--- config.mk ---
export PLATFORM = sky130hd
export DESIGN_NAME = rgbalf_chan
export DESIGN_NICKNAME = d
export VERILOG_FILES = /design/src/rtl/rgbalf_pkg.sv /design/src/rtl/rgbalf_chan.sv
export SDC_FILE = /design/constraint.sdc
export NUM_CORES = 2
export LEC_CHECK = 0
export BUFFER_PORTS_ARGS = -buffer_cell sky130_fd_sc_hd__buf_2
export CORE_ASPECT_RATIO = 0.6
export CORE_UTILIZATION = 50
export DETAILED_ROUTE_END_ITERATION = 8
export HOLD_SLACK_MARGIN = 0.02
export PLACE_DENSITY = 0.66
export SETUP_SLACK_MARGIN = 0.3
export SYNTH_ARGS = -nofsm -noshare
export SYNTH_HDL_FRONTEND = slang
export SYNTH_SLANG_ARGS = --single-unit
--- constraint.sdc ---
create_clock -name clk -period 18.15 [get_ports clk]
set_input_delay 4.5375 -clock clk [delete_from_list [all_inputs] [get_ports clk]]
set_output_delay 4.5375 -clock clk [all_outputs]
set_load 0.1 [all_outputs]
--- src/rtl/rgbalf_pkg.sv ---
// Shared types, widths and stage numbering for the RGBA blend-and-fade pipeline.
package rgbalf_pkg;

    localparam int CHAN_W     = 8;
    localparam int WEIGHT_W   = 17;
    localparam int TIME_W     = 32;
    localparam int DUR_W      = 31;
    localparam int CFG_IDX_W  = 2;
    localparam int CFG_DATA_W = 32;

    // Datapath widths. A blend is Q8.16 and stays below 2^24.
    localparam int PROD_W    = WEIGHT_W + CHAN_W;
    localparam int BLEND_W   = 24;
    localparam int NUM_W     = 33;
    localparam int NUM_SPLIT = 16;
    localparam int PP_HI_W   = BLEND_W + NUM_W - NUM_SPLIT;
    localparam int PP_LO_W   = BLEND_W + NUM_SPLIT;
    localparam int PSUM_W    = BLEND_W + NUM_W - NUM_SPLIT;
    localparam int REM_W     = DUR_W + CHAN_W;

    localparam logic [WEIGHT_W-1:0] WEIGHT_ONE = 17'h10000;
    localparam logic [CHAN_W-1:0]   CHAN_MAX   = 8'hFF;

    localparam logic [CFG_IDX_W-1:0] REG_FADE_ENABLE   = 2'd0;
    localparam logic [CFG_IDX_W-1:0] REG_FADE_START    = 2'd1;
    localparam logic [CFG_IDX_W-1:0] REG_FADE_DURATION = 2'd2;

    // Pipeline stage numbers.
    localparam int NUM_STAGES   = 14;
    localparam int ST_BLEND     = 1;
    localparam int ST_MUL       = 2;
    localparam int ST_SUM       = 3;
    localparam int ST_SAT       = 4;
    localparam int ST_DIV_FIRST = 5;
    localparam int ST_OUT       = NUM_STAGES - 1;

    typedef enum logic [1:0] {
        KIND_PASS,
        KIND_ZERO,
        KIND_DIV
    } kind_t;

    typedef struct packed {
        logic [CHAN_W-1:0]          first_red;
        logic [CHAN_W-1:0]          first_green;
        logic [CHAN_W-1:0]          first_blue;
        logic [CHAN_W-1:0]          first_alpha;
        logic [CHAN_W-1:0]          second_red;
        logic [CHAN_W-1:0]          second_green;
        logic [CHAN_W-1:0]          second_blue;
        logic [CHAN_W-1:0]          second_alpha;
        logic [WEIGHT_W-1:0]        blend_weight;
        logic signed [TIME_W-1:0]   elapsed_time;
    } pixel_t;

    typedef struct packed {
        logic [CHAN_W-1:0] out_red;
        logic [CHAN_W-1:0] out_green;
        logic [CHAN_W-1:0] out_blue;
        logic [CHAN_W-1:0] out_alpha;
    } result_t;

    typedef struct packed {
        logic [NUM_STAGES-1:0] en;
        logic [WEIGHT_W-1:0]   weight;
        logic [NUM_W-1:0]      num;
        logic [DUR_W-1:0]      dur;
        kind_t                 kind;
    } chan_ctrl_t;

endpackage

--- src/rtl/rgbalf_chan.sv ---
// Datapath of one color channel: blend, scale by the fade numerator, divide, saturate.
module rgbalf_chan (
    input  logic                           clk,
    input  logic [rgbalf_pkg::CHAN_W-1:0]  first,
    input  logic [rgbalf_pkg::CHAN_W-1:0]  second,
    input  rgbalf_pkg::chan_ctrl_t         ctrl,
    output logic [rgbalf_pkg::CHAN_W-1:0]  value
);
    import rgbalf_pkg::*;

    logic [WEIGHT_W-1:0] inv_weight;
    logic [PROD_W-1:0]   prod_first;
    logic [PROD_W-1:0]   prod_second;
    logic [PP_HI_W-1:0]  pp_hi_next;
    logic [PP_LO_W-1:0]  pp_lo_next;
    logic [PSUM_W-1:0]   psum_next;
    logic [PSUM_W-1:0]   sat_limit;

    logic [BLEND_W-1:0]  pfirst_reg;
    logic [BLEND_W-1:0]  psecond_reg;
    logic [BLEND_W-1:0]  blend_reg;
    logic [PP_HI_W-1:0]  pp_hi_reg;
    logic [PP_LO_W-1:0]  pp_lo_reg;
    logic [PSUM_W-1:0]   psum_reg;
    logic [REM_W-1:0]    rem_reg  [ST_SAT:ST_OUT-1];
    logic [CHAN_W-1:0]   quo_reg  [ST_SAT:ST_OUT-1];
    logic                sat_reg  [ST_SAT:ST_OUT-1];
    logic [CHAN_W-1:0]   pass_reg [ST_MUL:ST_OUT-1];
    logic [CHAN_W-1:0]   value_reg;

    logic [REM_W-1:0]    trial [ST_DIV_FIRST:ST_OUT-1];
    logic                fits  [ST_DIV_FIRST:ST_OUT-1];

    assign inv_weight  = WEIGHT_ONE - ctrl.weight;
    assign prod_first  = {{(PROD_W-WEIGHT_W){1'b0}}, inv_weight}
                       * {{(PROD_W-CHAN_W){1'b0}}, first};
    assign prod_second = {{(PROD_W-WEIGHT_W){1'b0}}, ctrl.weight}
                       * {{(PROD_W-CHAN_W){1'b0}}, second};

    // The numerator is split in two halves so each multiplier stays narrow.
    assign pp_hi_next = {{(PP_HI_W-BLEND_W){1'b0}}, blend_reg}
                      * {{(PP_HI_W-(NUM_W-NUM_SPLIT)){1'b0}}, ctrl.num[NUM_W-1:NUM_SPLIT]};
    assign pp_lo_next = {{(PP_LO_W-BLEND_W){1'b0}}, blend_reg}
                      * {{(PP_LO_W-NUM_SPLIT){1'b0}}, ctrl.num[NUM_SPLIT-1:0]};

    // Dropping the low 16 bits of the product folds the Q16 scale of the divisor in.
    assign psum_next = pp_hi_reg
                     + {{(PSUM_W-(PP_LO_W-NUM_SPLIT)){1'b0}}, pp_lo_reg[PP_LO_W-1:NUM_SPLIT]};

    assign sat_limit = {{(PSUM_W-DUR_W-CHAN_W){1'b0}}, ctrl.dur, {CHAN_W{1'b0}}};

    // One restoring division step per stage, most significant quotient bit first.
    always_comb
    begin
        for (int s = ST_DIV_FIRST; s < ST_OUT; s++)
        begin
            trial[s] = {{(REM_W-DUR_W){1'b0}}, ctrl.dur} << (ST_OUT - 1 - s);
            fits[s]  = rem_reg[s-1] >= trial[s];
        end
    end

    always_ff @(posedge clk)
    begin
        if (ctrl.en[0])
        begin
            pfirst_reg  <= prod_first[BLEND_W-1:0];
            psecond_reg <= prod_second[BLEND_W-1:0];
        end
        if (ctrl.en[ST_BLEND])
        begin
            blend_reg <= pfirst_reg + psecond_reg;
        end
        if (ctrl.en[ST_MUL])
        begin
            pp_hi_reg        <= pp_hi_next;
            pp_lo_reg        <= pp_lo_next;
            pass_reg[ST_MUL] <= blend_reg[BLEND_W-1 -: CHAN_W];
        end
        if (ctrl.en[ST_SUM])
        begin
            psum_reg         <= psum_next;
            pass_reg[ST_SUM] <= pass_reg[ST_MUL];
        end
        // A quotient of 256 or more saturates, so only eight bits are developed.
        if (ctrl.en[ST_SAT])
        begin
            rem_reg[ST_SAT]  <= psum_reg[REM_W-1:0];
            quo_reg[ST_SAT]  <= '0;
            sat_reg[ST_SAT]  <= psum_reg >= sat_limit;
            pass_reg[ST_SAT] <= pass_reg[ST_SUM];
        end
        for (int s = ST_DIV_FIRST; s < ST_OUT; s++)
        begin
            if (ctrl.en[s])
            begin
                rem_reg[s]  <= fits[s] ? rem_reg[s-1] - trial[s] : rem_reg[s-1];
                quo_reg[s]  <= {quo_reg[s-1][CHAN_W-2:0], fits[s]};
                sat_reg[s]  <= sat_reg[s-1];
                pass_reg[s] <= pass_reg[s-1];
            end
        end
        if (ctrl.en[ST_OUT])
        begin
            case (ctrl.kind)
                KIND_PASS: value_reg <= pass_reg[ST_OUT-1];
                KIND_DIV:  value_reg <= sat_reg[ST_OUT-1] ? CHAN_MAX : quo_reg[ST_OUT-1];
                default:   value_reg <= '0;
            endcase
        end
    end

    assign value = value_reg;

endmodule

# Yosys cells after proc, flatten, opt, wreduce, memory -nomap -nowiden
# Memories as Yosys holds them, arrays and structs flattened.
# Index checks and enable logic that the tools add are counted.
# word_totals
regBits	202
ram_bits	520
inputBits	114
wordCells	69
n_memories	4
# classes
addsub	11
multipliers	4
magnitude_cmp	9
n_eq_ne	1
muxes	32
reduce_logical	1
# mem_list
memory	depth	width	rd	rd_ports_with_merged_regs	write_ports	line_no	rtl
rem_reg	9	39	8	0	9	rgbalf_chan.sv:25	logic [REM_W-1:0] rem_reg [ST_SAT:ST_OUT-1];
pass_reg	11	8	11	0	11	rgbalf_chan.sv:28	logic [CHAN_W-1:0] pass_reg [ST_MUL:ST_OUT-1];
quo_reg	9	8	9	0	9	rgbalf_chan.sv:26	logic [CHAN_W-1:0] quo_reg [ST_SAT:ST_OUT-1];
sat_reg	9	1	9	0	9	rgbalf_chan.sv:27	logic sat_reg [ST_SAT:ST_OUT-1];
# ops
operator	count
39-bit two-way mux	8
17-bit by 8-bit multiplier with 24-bit output	2
41-bit by 24-bit adder with 41-bit output	1
41-bit by 39-bit >= comparator with 1-bit output	1
24-bit by 17-bit multiplier with 41-bit output	1
24-bit by 16-bit multiplier with 40-bit output	1
39-bit by 31-bit >= comparator with 1-bit output	1
39-bit by 32-bit >= comparator with 1-bit output	1
39-bit by 33-bit >= comparator with 1-bit output	1
39-bit by 34-bit >= comparator with 1-bit output	1
39-bit by 35-bit >= comparator with 1-bit output	1
39-bit by 36-bit >= comparator with 1-bit output	1
39-bit by 37-bit >= comparator with 1-bit output	1
39-bit by 38-bit >= comparator with 1-bit output	1
39-bit by 31-bit subtractor with 39-bit output	1
39-bit by 32-bit subtractor with 39-bit output	1
39-bit by 33-bit subtractor with 39-bit output	1
39-bit by 34-bit subtractor with 39-bit output	1
39-bit by 35-bit subtractor with 39-bit output	1
39-bit by 36-bit subtractor with 39-bit output	1
39-bit by 37-bit subtractor with 39-bit output	1
39-bit by 38-bit subtractor with 39-bit output	1
24-bit adder	1
1-bit two-way mux	22
other kinds (5)	5

# Longest topological paths before layout
# An unclocked memory read counts as a cell.
# logic_depth
depth_word	3
ltp_mapped	25
ltp_nobuf	24

# Worst setup path before layout
# Ideal clock, no wire load.
# synth_timing
path_kind	input -> register
from	input ctrl[51] in the netlist's numbering
to	register pp_hi_reg[40] (data pin)
setup_time_ps	260
t_arrival_ps	10271
required_time_ps	17890
slack_ps	7619
stages	23
path_buffers	1
cell_sequence	clkbuf_1 -> nand2_1 -> fa_1 -> inv_1 -> fa_1 -> inv_1 -> fa_1 -> inv_1 -> fa_1 -> fa_1 -> inv_1 -> fa_1 -> inv_1 -> ha_1 -> and3_1 -> and3_1 -> a211o_1 -> or3_1 -> a31oi_2 -> o21ai_2 -> a221o_1 -> a21oi_2 -> xnor2_1
# synth_between
elab_chain_cells	1
# synth_rtl
element	line_no	rtl
start: declaration	rgbalf_chan.sv:6	input rgbalf_pkg::chan_ctrl_t ctrl,
24-bit by 17-bit multiplier with 41-bit output	rgbalf_chan.sv:42	* {{(PP_HI_W-(NUM_W-NUM_SPLIT)){1'b0}}, ctrl.num[NUM_W-1:NUM_SPLIT]};
via pp_hi_next[40]	rgbalf_chan.sv:14	logic [PP_HI_W-1:0] pp_hi_next;
end signal: assignment	rgbalf_chan.sv:75	pp_hi_reg <= pp_hi_next;
end: declaration	rgbalf_chan.sv:22	logic [PP_HI_W-1:0] pp_hi_reg;
# The timed path passes the listed nets, and every way through them passes these cells.
# A chain may end at the register's enable or synchronous reset.

# Worst setup path in the final report
# Ends and elaborated chain as after synthesis.

==> results.ini <==
[routing]
ant_nets=0
drt-vias-per-instance=5.71
drc=0
drtIter0Drc=4724
dr.pass1.iters=5
wl_per_cell_um=21.1
wirelength_um=191000
vias=51700

[clock_tree]
clock-root-buffer=clkbuf_16
cts_buffers=68
clk_path_buf_depth=3
path_clk_slew_ns=0.07
hold_buffers=0
insertion_delay_ns=0.69
cts-resized-gates=0
htreeDepth=3
cts_tree=built
cts_post_setup_buffers_inserted=0
cts.sinks=631

[logic_synthesis]
synth_area_leader_cell=edfxtp_1
ys.flop_type=edfxtp_1
syn_inst=7179
synth_area_um2=70200
synthTopCellsByCount=inv_1 (1056), nand2_1 (859), fa_1 (821), ha_1 (637), edfxtp_1 (631)
synth.net_count=8751
synth_seq_area_share_pct=27.0
synth-seq-cells=631
synth_edf_count=631
synthTopCellsByArea=edfxtp_1 (27%), fa_1 (23%), ha_1 (11%)
yosys.area.top_type_share_pct=27.0
synthArstFlopShare_pct=0
avgSynthCellArea_um2=9.78
synth_warnings=0
synthMostInstantiatedCell=inv_1
synth_cell_type_count=90

[finish]
fin_nets=8735
layout.cells.non_filler=9057
drive_gt1_share_pct=4.78
syn2layout_area_growth_pct=6.68
largest_reg_flops=312

[sta]
min_period_over_period_pct=59.3
fin_crit_ns=10.77
finalClockSkew_ns=0.0370
final_max_slew_viol_count=0
tightestPinTransition_ns=1.44
final_hold_viol_count=0
rsz0062_at_grt=false
maxSlewHeadroom_pct=3.34
setup_tns_ns=0
max_freq_mhz=92.9
finalSetupViolCount=0

[hold_path]
min-delay-path-class=reg -> reg

[placed_design]
gp_congestion=0.974
dp_hpwl_um=148000
dp.cells=8929
portBuffers=121

[setup_path]
crit_path_cell_trace=buf_2 > nand2_1 > fa_1 > inv_1 > fa_1 > inv_1 > fa_1 > inv_1 > fa_1 > fa_1 > inv_1 > fa_1 > inv_1 > ha_1 > and3_1 > and3_1 > a211o_1 > or3_1 > a31oi_2 > o21ai_2 > a221o_1 > a21oi_2 > xnor2_1
cp-end-kind=flop
worstSetupStartpointType=primary input
crit_fanout=24
crit_type=in -> reg
arrival_ns=11.18
cp_top_family=adder cells
critPathMaxStageDelay_ns=0.56
slowest_stage=fa_1
critPathBufInv=6
crit_top_cell=fa_1
crit_required_ns=18.56

[grt]
met2_usage_pct=35.3
grt_max_degree=60
busiest_layer=met1
gr-total-overflow=0
grt_pass1_vias=51600
grt_pass1_wl_um=301000
track_usage_pct=27.5
gr-usage-met3_pct=9.71
use_met1_pct=43.3
antenna_found_initial=11

[floorplan]
pin_count=122
start_util_pct=50.4
dieArea_um2=142000
fp-row-count=106
core_um2=139000
die_h_um=292
die_w_um=486

[run]
maxCapViolations=0

[outcome]
status=finished, final reports clean

worst paths after layout:
path                        from        endpoint  slack (ns)  depth (start not counted)
setup / recovery        ctrl[51]   pp_hi_reg[40]        7.38                         23
hold / removal    quo_reg[0][73]  quo_reg[0][82]        0.41                          0
setup reg to reg   blend_reg[11]   pp_hi_reg[40]       10.85                         23
hold reg to reg   quo_reg[0][73]  quo_reg[0][82]        0.41                          0
routing by layer:
| metal | up-vias | part of all wire (%) | wire length, µm |
|---|---|---|---|
| met5 | - | 0.23 | 438 |
| met4 | 14 | 1.7 | 3160 |
| met3 | 208 | 13 | 24200 |
| met2 | 2223 | 37 | 70400 |
| met1 | 25500 | 49 | 92800 |
| li1 | 23800 | - | - |
cells by family (layout without fill, tap and decap cells):
group	Yosys count	count (layout)	synth area share, %
other	0	5	0
adder cells (fa/ha/maj)	1458	1458	34.8
multiplexers	56	56	0.888
buffers and inverters	1318	1355	7.10
AO/OA/AOI/OAI	1220	1220	11.0
AND/OR/NAND/NOR	2119	2119	14.5
flip-flops	631	631	27.0
XOR/XNOR	377	377	4.70
worst register-to-register path: stages, from the launching register on:
cell and delay, ns:
edfxtp_1 0.33, buf_4 0.49, nand2_1 0.25, fa_1 0.59, inv_1 0.06, fa_1 0.47, inv_1 0.05, fa_1 0.51
inv_1 0.06, fa_1 0.50, fa_1 0.49, inv_1 0.05, fa_1 0.47, inv_1 0.04, ha_1 0.31, and3_1 0.20
and3_1 0.20, a211o_1 0.32, or3_1 0.42, a31oi_2 0.46, o21ai_2 0.18, a221o_1 0.35, a21oi_2 0.16, xnor2_1 0.07
area by class of cell:
cell class	count	area, µm²
diodes	5	12.5
clock buffers	77	1740
clock inverters	46	621
fillers	12400	64400
inverters	1060	3980
multi-input cells	5230	46300
flip-flops and latches	631	18900
well taps	1836	2300
repair buffers	172	991
through the flow:
stage	util [%]	hold WS, ns	worst slack, ns	instance area [µm²]
floorplan	-	0.400	7.62	70200
global placement	52.1	0.402	6.73	72500
detailed placement	52.1	0.405	6.79	72500
CTS	53.8	0.412	7.49	74900
global route	53.8	0.423	7.14	74900
finish	53.8	0.409	7.38	74900
placed cells by master, fill, tap and decap left out, types with 56 or more instances in the layout:
cell type  instances
xnor2_1          250
clkbuf_16         68
nand3_1           80
nand4_1           68
nand2b_1          65
fa_1             821
inv_1           1056
nor2_1           343
o21ai_0          147
a21oi_1          423
edfxtp_1         631
buf_2            120
o21a_1            56
nor2b_1           61
a21o_1           201
xor2_1           127
nand2_1          858
and2_1           449
ha_1             637
nor3_1            60
o21ai_1           85
Power is not shown: default switching activity piles up to over one toggle a cycle in this logic, so the estimate is an artifact.
